### config.mk
export PLATFORM = sky130hd
export DESIGN_NAME = pipc_front
export DESIGN_NICKNAME = d
export VERILOG_FILES = /design/src/hdl/pipc_pkg.sv /design/src/hdl/pipc_front.sv
export SDC_FILE = /design/constraint.sdc
export NUM_CORES = 1
export LEC_CHECK = 0
export ABC_AREA = 0
export BUFFER_PORTS_ARGS = -buffer_cell sky130_fd_sc_hd__buf_4
export CORE_UTILIZATION = 48
export DETAILED_ROUTE_END_ITERATION = 10
export PLACE_DENSITY_LB_ADDON = 0.25
export REMOVE_ABC_BUFFERS = 1
export SYNTH_ARGS = -nofsm -noshare
export SYNTH_HDL_FRONTEND = slang
export SYNTH_SLANG_ARGS = --single-unit
### constraint.sdc
create_clock -name clk -period 1.8 [get_ports clk]
set_input_delay 0.09 -clock clk [delete_from_list [all_inputs] [get_ports clk]]
set_output_delay 0.09 -clock clk [all_outputs]
set_load 0.02 [all_outputs]
### src/hdl/pipc_pkg.sv
// Package with widths, types and arithmetic helpers for the point-in-polygon test
`timescale 1ns / 1ps

package pipc_pkg;

    localparam int COORD_W    = 16;
    localparam int DIFF_W     = COORD_W + 1;
    localparam int PROD_W     = 2 * DIFF_W;
    localparam int CROSS_W    = PROD_W + 1;
    localparam int SUM_W      = 48;
    localparam int EXT_W      = (CROSS_W > SUM_W) ? CROSS_W : SUM_W;
    localparam int MARGIN_W   = 16;
    localparam int FIFO_DEPTH = 4;
    localparam int FIFO_PTR_W = $clog2(FIFO_DEPTH);
    localparam int FIFO_CNT_W = $clog2(FIFO_DEPTH + 1);

    typedef logic signed [COORD_W-1:0] coord_t;
    typedef logic signed [DIFF_W-1:0]  diff_t;
    typedef logic signed [PROD_W-1:0]  prod_t;
    typedef logic signed [CROSS_W-1:0] cross_t;
    typedef logic [SUM_W-1:0]          sum_t;
    typedef logic [MARGIN_W-1:0]       margin_t;

    localparam sum_t SUM_MAX = {SUM_W{1'b1}};

    // One unit of back-end work: point, first vertex, edge (a,b) and flags
    typedef struct packed {
        coord_t px;
        coord_t py;
        coord_t fx;
        coord_t fy;
        coord_t ax;
        coord_t ay;
        coord_t bx;
        coord_t by;
        logic   has_edge;
        logic   first;
        logic   last;
    } pipc_task_t;

    // Exact difference of two coordinates
    function automatic diff_t coord_diff(coord_t a, coord_t b);
        return diff_t'(a) - diff_t'(b);
    endfunction

    // Magnitude of a cross product, clipped to the sum width
    function automatic sum_t abs_clip(cross_t c);
        logic [CROSS_W-1:0] mag;
        logic [EXT_W-1:0]   wide;
        mag  = c[CROSS_W-1] ? CROSS_W'(-c) : CROSS_W'(c);
        wide = EXT_W'(mag);
        if (wide > EXT_W'(SUM_MAX))
            return SUM_MAX;
        else
            return wide[SUM_W-1:0];
    endfunction

    // Saturating add of two sums
    function automatic sum_t sat_add(sum_t a, sum_t b);
        logic [SUM_W:0] s;
        s = {1'b0, a} + {1'b0, b};
        return s[SUM_W] ? SUM_MAX : s[SUM_W-1:0];
    endfunction

endpackage

### src/hdl/pipc_front.sv
// Front end: accepts vertex items, tracks polygon state and issues edge work items
`timescale 1ns / 1ps

module pipc_front (
    input  logic                 clk,
    input  logic                 rst_n,
    input  logic                 in_valid,
    output logic                 in_ready,
    input  pipc_pkg::coord_t     point_x,
    input  pipc_pkg::coord_t     point_y,
    input  pipc_pkg::coord_t     vertex_x,
    input  pipc_pkg::coord_t     vertex_y,
    input  logic                 last_vertex,
    input  logic                 fifo_full,
    output logic                 push,
    output pipc_pkg::pipc_task_t work
);
    import pipc_pkg::*;

    logic   in_poly_reg;
    coord_t held_x_reg;
    coord_t held_y_reg;
    coord_t first_x_reg;
    coord_t first_y_reg;
    coord_t prev_x_reg;
    coord_t prev_y_reg;

    assign in_ready = !fifo_full;
    assign push     = in_valid && in_ready;

    // Build the work item: the opening vertex carries the point and no edge
    always_comb
    begin
        work.px       = in_poly_reg ? held_x_reg  : point_x;
        work.py       = in_poly_reg ? held_y_reg  : point_y;
        work.fx       = in_poly_reg ? first_x_reg : vertex_x;
        work.fy       = in_poly_reg ? first_y_reg : vertex_y;
        work.ax       = prev_x_reg;
        work.ay       = prev_y_reg;
        work.bx       = vertex_x;
        work.by       = vertex_y;
        work.has_edge = in_poly_reg;
        work.first    = !in_poly_reg;
        work.last     = last_vertex;
    end

    // Update polygon state on each accepted item
    always_ff @(posedge clk or negedge rst_n)
    begin
        if (!rst_n)
        begin
            in_poly_reg <= 1'b0;
            held_x_reg  <= '0;
            held_y_reg  <= '0;
            first_x_reg <= '0;
            first_y_reg <= '0;
            prev_x_reg  <= '0;
            prev_y_reg  <= '0;
        end
        else if (push)
        begin
            if (!in_poly_reg)
            begin
                held_x_reg  <= point_x;
                held_y_reg  <= point_y;
                first_x_reg <= vertex_x;
                first_y_reg <= vertex_y;
            end
            prev_x_reg  <= vertex_x;
            prev_y_reg  <= vertex_y;
            in_poly_reg <= !last_vertex;
        end
    end

endmodule

==> metrics.yaml <==
status:
  status: "finished, final reports clean"
floorplan:
  dieArea_um2: 10200
  die_x_um: 101
  start_util_pct: 50.0
  die_y_um: 101
  ios: 202
  fp-row-count: 35
  core-area_um2: 9370
setup_path:
  crit_family: "flip-flops"
  worstPathMaxFanout: 33
  slowest_delay_ns: 0.47
  cp.depth: 3
  end_kind: "output port"
  path_class: "reg -> out"
  rr_worst_depth: 3
  start_kind: "register"
  worstPathRequired_ns: 1.71
  ff2ff_setup_slack_ns: 0.21
  cp.arrival_ns: 1.62
  r2r-start: "in_poly_reg$_DFFE_PN0P_"
  cpMaxStageDelayCell: "dfrtp_2"
  path_cells: "clkbuf_16 > mux2_2 > buf_4"
  crit_buf_inv: 2
  reg2reg_to: "held_x_reg[9]$_DFFE_PN0P_"
grt:
  grt_pass1_wl_um: 17700
  globalRouteTotalUtil_pct: 22.7
  antenna_found_initial: 0
  overflow: 0
  grt_start_max_net_pins: 67
  first_global_vias: 3558
power:
  peakVddDrop_mv: 0.628
  power.total_mw: 7.36
  p_per_area_nw_per_um2: 1060
  power.leakage_nw: 3.24
yosys:
  netlist_area_um2: 4690
  synth_top_family_by_area: "multiplexers"
  synth.area.mux_share_pct: 38.6
  synth-simple-area-share_pct: 0.400
  synth-compound-area-share_pct: 0
  synth_xor_area_share_pct: 0
  ys_types: 10
  yosys.area_share.adder_pct: 0
  synth-seq-cells: 97
  yosys_warnings: 0
  ys_seq_area_share_pct: 51.8
  postSynthAreaPerCell_um2: 14.9
  synthCells: 315
cells_and_area:
  drive_above_1_share_pct: 59.1
  finalNonFillerCells: 682
  layout_commonest_cell: "buf_4"
  antennaDiodeCount: 0
  syn_to_final_growth_pct: 48.5
  final_nets: 618
  final_cell_mix: "buf_4, mux2_2, dfrtp_1"
sta:
  min_period_over_period_pct: 94.7
  grt_setup_unrepaired: "no"
  clock.fmax_mhz: 586
  max_slew_margin_pct: 78.9
  setup_viol: 0
  tightest_slew_ns: 0.317
  hold_viol_final: 0
  min_period_ns: 1.71
  skew_ns: 0.0137
  drv_slew: 0
  setup_ws_ns: 0.0946
  setup_tns_ns: 0
placement:
  place_congestion: 0.711
  dp_cells: 600
  dp_hpwl_um: 7200
  io_buffers: 201
  place_ws_ns: 0.255
route:
  viasPerCell: 4.90
  drtIter0Drc: 78
  m1WireLength_um: 4710
  detail_route.wl_per_cell_um: 17.0
  postRouteAntennaNets: 0
  drc: 0
  wl_met2_um: 5950
  top_layer: "met4"
  drt-total-wl_um: 11600
  dr.pass1.iters: 3
  wl_met3_um: 878
  dr_total_vias: 3344
clock_tree:
  insertion_delay_ns: 0.35
  clkTransAtPathRegs_ns: 0.09
  htree_levels: 3
  cts_tree: "done"
  numCtsBuffers: 9
  postCtsSetupRepairBufs: 0
  cts_sinks: 97
  cts_max_path_buffers: 2
  clock-root-buffer: "clkbuf_8"
hold_path:
  hold_class: "in -> async"
flow_run:
  drv_cap: 0
## synthesized netlist by cell type
library cell,n,area share (%)
buf_2,3,0.32
buf_4,39,6.2
buf_6,10,2.4
dfrtp_1,97,52
inv_1,3,0.24
mux2_1,60,14
mux2_2,100,24
mux2i_1,1,0.21
nand2b_1,1,0.13
nor3b_2,1,0.27
## per-stage QoR
step,area [um^2],util [%],hold WS [ns]
5_1_grt,6960,74.3,0.199
2_1_floorplan,4270,-,-0.206
3_5_place_dp,6050,64.6,0.0124
3_3_place_gp,6050,64.6,0.00238
4_1_cts,6930,74.0,0.173
6_report,6960,74.3,0.196
## how the worst max path moves through the flow
stage / from / endpoint / slack, ns
floorplan: in_poly_reg$_DFFE_PN0P_ / held_x_reg[10]$_DFFE_PN0P_ / -2.87
global placement: in_poly_reg$_DFFE_PN0P_ / held_x_reg[9]$_DFFE_PN0P_ / 0.28
detailed placement: in_poly_reg$_DFFE_PN0P_ / held_x_reg[9]$_DFFE_PN0P_ / 0.25
CTS: in_poly_reg$_DFFE_PN0P_ / work[70] / 0.01
global route: in_poly_reg$_DFFE_PN0P_ / work[75] / 0.03
finish: in_poly_reg$_DFFE_PN0P_ / work[99] / 0.09
## kinds of logic after synthesis
kind of cell / Yosys count
multiplexers: 161
flip-flops: 97
buffers and inverters: 55
AND/OR/NAND/NOR: 2
## timing repair
item,CTS,global route
resized for setup,0,1
hold buffers,66,0
setup endpoints to repair,0,60
hold endpoints to repair,149,0
## report_power, final
part | leakage (nW) | internal [mW] | total, mW | switching (mW)
Combinational | 2.00 | 1.49 | 2.86 | 1.38
Sequential | 1.14 | 2.69 | 2.94 | 0.246
Clock | 0.104 | 0.812 | 1.55 | 0.741
Total | 3.24 | 4.99 | 7.36 | 2.37
## worst register-to-register path, stage by stage (launching register included)
cell,delay (ns)
dfrtp_2,0.48
nor3b_4,0.27
buf_4,0.35
mux2_2,0.39
## final cells by class
class | instances | area, um^2
flip-flops and latches | 97 | 2430
inverters | 3 | 11.3
fillers | 628 | 2410
multi-input cells | 163 | 1840
repair buffers | 275 | 2300
clock inverters | 5 | 80.1
well taps | 129 | 161
clock buffers | 10 | 138
## routing by layer
layer  vias up  GRT usage (%)
met5         -              0
met4         0           4.01
met3         2           7.07
met2       134           40.3
met1      1674           27.4
li1       1534              -
Power figures use the tool's default switching activity.
