$ cat src/hdl/pipc_pkg.sv
// Package with widths, types and arithmetic helpers for the point-in-polygon test
`timescale 1ns / 1ps

package pipc_pkg;

    localparam int COORD_W    = 16;
    localparam int DIFF_W     = COORD_W + 1;
    localparam int PROD_W     = 2 * DIFF_W;
    localparam int CROSS_W    = PROD_W + 1;
    localparam int SUM_W      = 48;
    localparam int EXT_W      = (CROSS_W > SUM_W) ? CROSS_W : SUM_W;
    localparam int MARGIN_W   = 16;
    localparam int FIFO_DEPTH = 4;
    localparam int FIFO_PTR_W = $clog2(FIFO_DEPTH);
    localparam int FIFO_CNT_W = $clog2(FIFO_DEPTH + 1);

    typedef logic signed [COORD_W-1:0] coord_t;
    typedef logic signed [DIFF_W-1:0]  diff_t;
    typedef logic signed [PROD_W-1:0]  prod_t;
    typedef logic signed [CROSS_W-1:0] cross_t;
    typedef logic [SUM_W-1:0]          sum_t;
    typedef logic [MARGIN_W-1:0]       margin_t;

    localparam sum_t SUM_MAX = {SUM_W{1'b1}};

    // One unit of back-end work: point, first vertex, edge (a,b) and flags
    typedef struct packed {
        coord_t px;
        coord_t py;
        coord_t fx;
        coord_t fy;
        coord_t ax;
        coord_t ay;
        coord_t bx;
        coord_t by;
        logic   has_edge;
        logic   first;
        logic   last;
    } pipc_task_t;

    // Exact difference of two coordinates
    function automatic diff_t coord_diff(coord_t a, coord_t b);
        return diff_t'(a) - diff_t'(b);
    endfunction

    // Magnitude of a cross product, clipped to the sum width
    function automatic sum_t abs_clip(cross_t c);
        logic [CROSS_W-1:0] mag;
        logic [EXT_W-1:0]   wide;
        mag  = c[CROSS_W-1] ? CROSS_W'(-c) : CROSS_W'(c);
        wide = EXT_W'(mag);
        if (wide > EXT_W'(SUM_MAX))
            return SUM_MAX;
        else
            return wide[SUM_W-1:0];
    endfunction

    // Saturating add of two sums
    function automatic sum_t sat_add(sum_t a, sum_t b);
        logic [SUM_W:0] s;
        s = {1'b0, a} + {1'b0, b};
        return s[SUM_W] ? SUM_MAX : s[SUM_W-1:0];
    endfunction

endpackage

$ cat src/hdl/pipc_fifo.sv
// Short register queue that carries work items from the front end to the back end
`timescale 1ns / 1ps

module pipc_fifo (
    input  logic                clk,
    input  logic                rst_n,
    input  logic                push,
    input  pipc_pkg::pipc_task_t wdata,
    output logic                full,
    input  logic                pop,
    output pipc_pkg::pipc_task_t rdata,
    output logic                not_empty
);
    import pipc_pkg::*;

    pipc_task_t            mem_reg [FIFO_DEPTH];
    logic [FIFO_PTR_W-1:0] wr_ptr_reg;
    logic [FIFO_PTR_W-1:0] rd_ptr_reg;
    logic [FIFO_CNT_W-1:0] count_reg;
    logic                  do_push;
    logic                  do_pop;

    // Flag levels from the fill count
    assign full      = (count_reg == FIFO_CNT_W'(FIFO_DEPTH));
    assign not_empty = (count_reg != '0);
    assign do_push   = push && !full;
    assign do_pop    = pop && not_empty;
    assign rdata     = mem_reg[rd_ptr_reg];

    // Advance pointers and count
    always_ff @(posedge clk or negedge rst_n)
    begin
        if (!rst_n)
        begin
            wr_ptr_reg <= '0;
            rd_ptr_reg <= '0;
            count_reg  <= '0;
        end
        else
        begin
            if (do_push)
                wr_ptr_reg <= wr_ptr_reg + 1'b1;
            if (do_pop)
                rd_ptr_reg <= rd_ptr_reg + 1'b1;
            if (do_push && !do_pop)
                count_reg <= count_reg + 1'b1;
            else if (do_pop && !do_push)
                count_reg <= count_reg - 1'b1;
        end
    end

    // Store the pushed item
    always_ff @(posedge clk)
    begin
        if (do_push)
            mem_reg[wr_ptr_reg] <= wdata;
    end

endmodule

$ cat config.mk
export PLATFORM = sky130hd
export DESIGN_NAME = pipc_fifo
export DESIGN_NICKNAME = d
export VERILOG_FILES = /design/src/hdl/pipc_pkg.sv /design/src/hdl/pipc_fifo.sv
export SDC_FILE = /design/constraint.sdc
export NUM_CORES = 1
export LEC_CHECK = 0
export ABC_AREA = 1
export BUFFER_PORTS_ARGS = -buffer_cell sky130_fd_sc_hd__buf_2
export CAP_MARGIN = 5
export CORE_ASPECT_RATIO = 0.9
export CORE_MARGIN = 2
export CORE_UTILIZATION = 40
export DETAILED_ROUTE_END_ITERATION = 8
export MAX_ROUTING_LAYER = met4
export PLACE_DENSITY = 0.62
export SYNTH_ARGS = -nofsm -noshare
export SYNTH_HDL_FRONTEND = slang
export SYNTH_SLANG_ARGS = --single-unit
$ cat constraint.sdc
create_clock -name clk -period 8 [get_ports clk]
set_input_delay 0.8 -clock clk [delete_from_list [all_inputs] [get_ports clk]]
set_output_delay 0.8 -clock clk [all_outputs]
set_load 0.1 [all_outputs]
==> results of run 1 <==
## routing by layer
metal / vias to the layer above / GRT usage / share of wire
met5: - / - / 0
met4: 0 / 0.0458 / 0.018
met3: 63 / 0.0460 / 0.065
met2: 250 / 0.266 / 0.49
met1: 5952 / 0.194 / 0.43
li1: 6069 / - / -
## cells by family (layout without fill, tap and decap cells)
| family | after synthesis | in the layout | share of synthesized area |
|---|---|---|---|
| simple gates | 423 | 423 | 0.0721 |
| other cells | 0 | 12 | 0 |
| xor+xnor | 1 | 1 | 0.000395 |
| fa+ha+maj | 6 | 6 | 0.00372 |
| flops | 531 | 531 | 0.717 |
| buf+inv | 365 | 662 | 0.0730 |
| compound gates | 263 | 263 | 0.134 |
## final cells by class
cell class                      instances  area share
Clock inverter                         37      0.0137
Antenna cell                           12     0.00116
Clock buffer                           66      0.0565
Sequential cell                       531       0.616
Timing Repair Buffer                  281      0.0567
Tap cell                              705      0.0341
Inverter                              278      0.0408
Multi-Input combinational cell        693       0.181
## stage by stage
stage | hold WS [ps] | utilization | instance area [um2] | cells | setup slack (ps)
floorplan | 463 | - | 22200 | 1589 | 991
global placement | 480 | 0.439 | 24000 | 2488 | 4180
detailed placement | 493 | 0.439 | 24000 | 2488 | 4110
CTS | 6.06 | 0.473 | 25800 | 2591 | 3430
global route | 16.1 | 0.473 | 25800 | 2602 | 3400
finish | 45.3 | 0.473 | 25900 | 2603 | 3650
## worst paths after layout
kind	from	endpoint	slack [ps]
worst min-delay path	rst_n	rd_ptr_reg[0]	50
max in group asynchronous	rst_n	rd_ptr_reg[1]	7770
min in group clk	wdata[98]	mem_reg[1][98]	420
worst min register to register	count_reg[2]	count_reg[2]	500
worst max-delay path	rd_ptr_reg[1]	rdata[6]	3650
worst max register to register	count_reg[0]	mem_reg[1][5]	5010
## layout by cell type, fill, tap and decap left out, types with 2 or more instances in the layout
cell        instances
clkinv_4            4
nand2_1           411
nor2_4              4
clkinv_2            9
nand3_1             7
clkbuf_1            9
buf_12              2
clkinvlp_4          6
edfxtp_1          524
dfrtp_1             6
diode_2            12
clkinv_1           11
buf_4              12
buf_2             267
clkbuf_16          57
bufinv_16           6
inv_6               2
o211ai_2          199
o211ai_1           63
inv_1             276
ha_1                5
## worst reg2reg max path, stage by stage (launching register included)
cell and delay (ps):
dfrtp_1 410, inv_1 80, nand3_1 130, nand2_1 300
nor2_4 780, buf_4 850
==> flow_summary.yaml, run 1 <==
yosys:
  synth_ff_type: "edfxtp_1"
  synth_top_area_cell: "edfxtp_1"
  synth_cell_types: 20
  ys_ff_latch: 531
  avgSynthCellArea_um2: 14.0
  netlist_instances: 1589
  synth_area_leaders: "edfxtp_1 (71%), o211ai_2 (11%), nand2_1 (7.0%)"
  synth_area_um2: 22200
  ys_top_cells_by_count: "edfxtp_1 (524), nand2_1 (411), inv_1 (276)"
  yosys.area.top_type_share: 0.709
  syn-num-nets: 1730
  synth_most_common_cell: "edfxtp_1"
  synth_edf_count: 524
  yosys_warnings: 0
  async_flop_share: 0.0132
  yosysSeqAreaShare: 0.717
floorplan:
  ios: 268
  core.rowCount: 81
  die_y_um: 227
  core_um2: 54600
  dieWidth_um: 252
  dieArea_um2: 57400
  start_util: 0.406
clock_network:
  clockBufferDepth: 3
  cts_buffers: 55
  postCtsHoldBufs: 0
  cts-htree-levels: 2
  cts_setup_buffers: 0
  cts_tree: "done"
  clk_latency_ps: 590
  cts_resized: 0
  cts_sinks: 531
  path_clk_slew_ps: 60
  cts-root-buf: "clkbuf_16"
sta:
  min_period_ps: 4350
  fmax_ghz: 0.230
  tightest_slew_ps: 1080
  maxSlewViolCount: 0
  finClkSkew_ps: 11.8
  rsz0062_at_grt: "no"
  period_share: 0.543
  hold_violations: 0
  setup_viol: 0
  relSlewSlack: 0.281
  setup_tns_ps: 0
routing:
  wl_per_cell_um: 17.4
  avgViaCountPerCell: 4.74
  routed_wl_um: 45300
  drt_iter0_markers: 603
  firstDrtPassIters: 5
  drtAntennaViolNets: 0
  route.detailed.drc: 0
  vias: 12300
cells_and_area:
  fin_nets: 1981
  layout-drive-gt1-share: 0.302
  regArea_um2: 15900
  largest_reg_flops: 524
  multiInputGateArea_um2: 4690
  n_fill_cell: 4776
  area_delta_synth_final_pct: 16.5
grt:
  antenna_found_initial: 11
  grt_util_all_layers: 0.161
  grt_overflow: 0
  grt_pass1_wl_um: 69600
  grt_start_max_net_pins: 189
  first_global_vias: 12400
setup_path:
  crit_path_max_incr_delay_ps: 770
  path_buf_inv: 3
  cp.depth: 5
  startpoint_type: "flip-flop"
  critPathSlowestCell: "buf_4"
  critPathRequiredTime_ps: 7200
  ff2ff_path_depth: 5
  end_kind: "primary output"
  crit_path_cell_trace: "inv_6, buf_4, o211ai_2, nand2_1, buf_2"
  critical_path_class: "flip-flop to primary output"
  cp_top_family: "buffers and inverters"
  cp.arrival_ps: 3550
  worstPathMaxFanout: 84
outcome:
  status: "finished, final reports clean"
place:
  dp_hpwl_um: 26600
  io_buffers: 267
  gp_congestion: 0.768
flow_run:
  max-cap-violations: 0
hold_path:
  hold_path.class: "input port to asynchronous set/reset pin"
Power of run 1 is left out: the tool's default activity adds up to more than one toggle a clock period on the data nets, which glitch-free logic cannot reach.
==> inputs of run 2 (changes only) <==
--- a/config.mk
+++ b/config.mk
@@ -13,7 +13,7 @@
 export CORE_UTILIZATION = 40
 export DETAILED_ROUTE_END_ITERATION = 8
 export MAX_ROUTING_LAYER = met4
-export PLACE_DENSITY = 0.62
+export PLACE_DENSITY = 0.65
 export SYNTH_ARGS = -nofsm -noshare
 export SYNTH_HDL_FRONTEND = slang
 export SYNTH_SLANG_ARGS = --single-unit
==> constraint.sdc (replaced) <==
create_clock -name clk -period 3.9 [get_ports clk]
set_input_delay 0.39 -clock clk [delete_from_list [all_inputs] [get_ports clk]]
set_output_delay 0.39 -clock clk [all_outputs]
set_load 0.1 [all_outputs]
==> flow_summary.yaml, run 2 (synthesized netlist as in run 1, its figures left out) <==
routing:
  highest_layer: "met4"
  firstDrtPassIters: 4
  wl_per_cell_um: 16.6
  route.detailed.drc: 0
  avgViaCountPerCell: 4.74
  wl_met2_um: 21800
  drt-met1-wl_um: 19600
  drt_iter0_markers: 708
  routed_wl_um: 45200
  vias: 12900
  drtAntennaViolNets: 0
  wl_met3_um: 2890
sta:
  hold_slack_ps: 49.4
  relSlewSlack: 0.291
  rsz0062_at_grt: "no"
  tightest_slew_ps: 1060
  maxSlewViolCount: 0
  period_share: 0.797
  hold_violations: 0
  setup_tns_ps: 0
  finClkSkew_ps: 25.4
  fmax_ghz: 0.322
  setup_viol: 0
  min_period_ps: 3110
floorplan:
  die_y_um: 227
  ios: 268
  dieWidth_um: 252
  dieArea_um2: 57400
  start_util: 0.406
  core_um2: 54600
  core.rowCount: 81
grt:
  antenna_found_initial: 5
  grt_pass1_wl_um: 70700
  grt_overflow: 0
  grt_start_max_net_pins: 134
  first_global_vias: 13100
  grt_util_all_layers: 0.162
cells_and_area:
  layout-drive-gt1-share: 0.282
  fin_util: 0.498
  area_delta_synth_final_pct: 22.7
  final_common_cell: "edfxtp_1"
  largest_reg_flops: 524
  fin_nets: 2121
  layout_common_cells: "edfxtp_1 (524), nand2_1 (411), inv_1 (276)"
setup_path:
  r2r_start: "count_reg[0]"
  critical_path_class: "flip-flop to primary output"
  worstPathMaxFanout: 54
  r2r-end: "mem_reg[1][65]"
  r2r_slack_ps: 1730
  critPathRequiredTime_ps: 3510
  startpoint_type: "flip-flop"
  cp.arrival_ps: 2720
  end_kind: "primary output"
  ff2ff_path_depth: 5
hold_path:
  min-delay-start: "wdata[46]"
  min_to: "mem_reg[3][46]"
  hold_path.class: "input port to flip-flop"
  whs_path_depth: 1
place:
  dp_hpwl_um: 25800
  io_buffers: 267
  gp_congestion: 0.747
clock_network:
  cts_resized: 0
  clk_latency_ps: 610
  cts-root-buf: "clkbuf_16"
  cts_buffers: 56
  cts_setup_buffers: 0
  cts_tree: "done"
  path_clk_slew_ps: 60
  cts-htree-levels: 2
  postCtsHoldBufs: 129
  clockBufferDepth: 3
  cts_sinks: 531
outcome:
  status: "finished, final reports clean"
flow_run:
  max-cap-violations: 0
## run 2: layer usage
metal,global-route usage,up-vias
li1,-,6347
met1,0.201,6234
met2,0.263,280
met3,0.0410,75
met4,0.0471,0
met5,-,-
## run 2: area by class of cell
cell class	instances	area, um2
Multi-Input combinational cell	693	4690
Timing Repair Buffer	420	3010
Tap cell	705	882
Inverter	278	1060
Sequential cell	531	15900
Clock buffer	64	1450
Fill cell	4579	27400
Antenna cell	5	12.5
Clock inverter	32	206
## run 2: stage by stage
step                std cells  setup slack (ps)  cell area [um2]
floorplan                1589              -723            22200
global placement         2498              1400            24300
global route             2728               612            27200
finish                   2728               790            27200
CTS                      2723               726            27200
detailed placement       2498              1370            24300
## run 2: worst max path at each step
stage / from / depth (start not counted) / endpoint / slack, ps
after floorplan: count_reg[0] / 4 / mem_reg[0][0] / -720
after global placement: rd_ptr_reg[1] / 5 / rdata[8] / 1400
after detailed placement: rd_ptr_reg[1] / 5 / rdata[57] / 1370
after CTS: rd_ptr_reg[1] / 5 / rdata[57] / 730
after global routing: rd_ptr_reg[0] / 5 / rdata[63] / 610
final: rd_ptr_reg[1] / 5 / rdata[57] / 790
## run 2: worst max-delay path: stages (launching register included)
cell	delay (ps)
dfrtp_4	510
inv_6	520
buf_4	380
o211ai_2	120
nand2_1	80
buf_2	420
Power of run 2 is left out for the same reason.
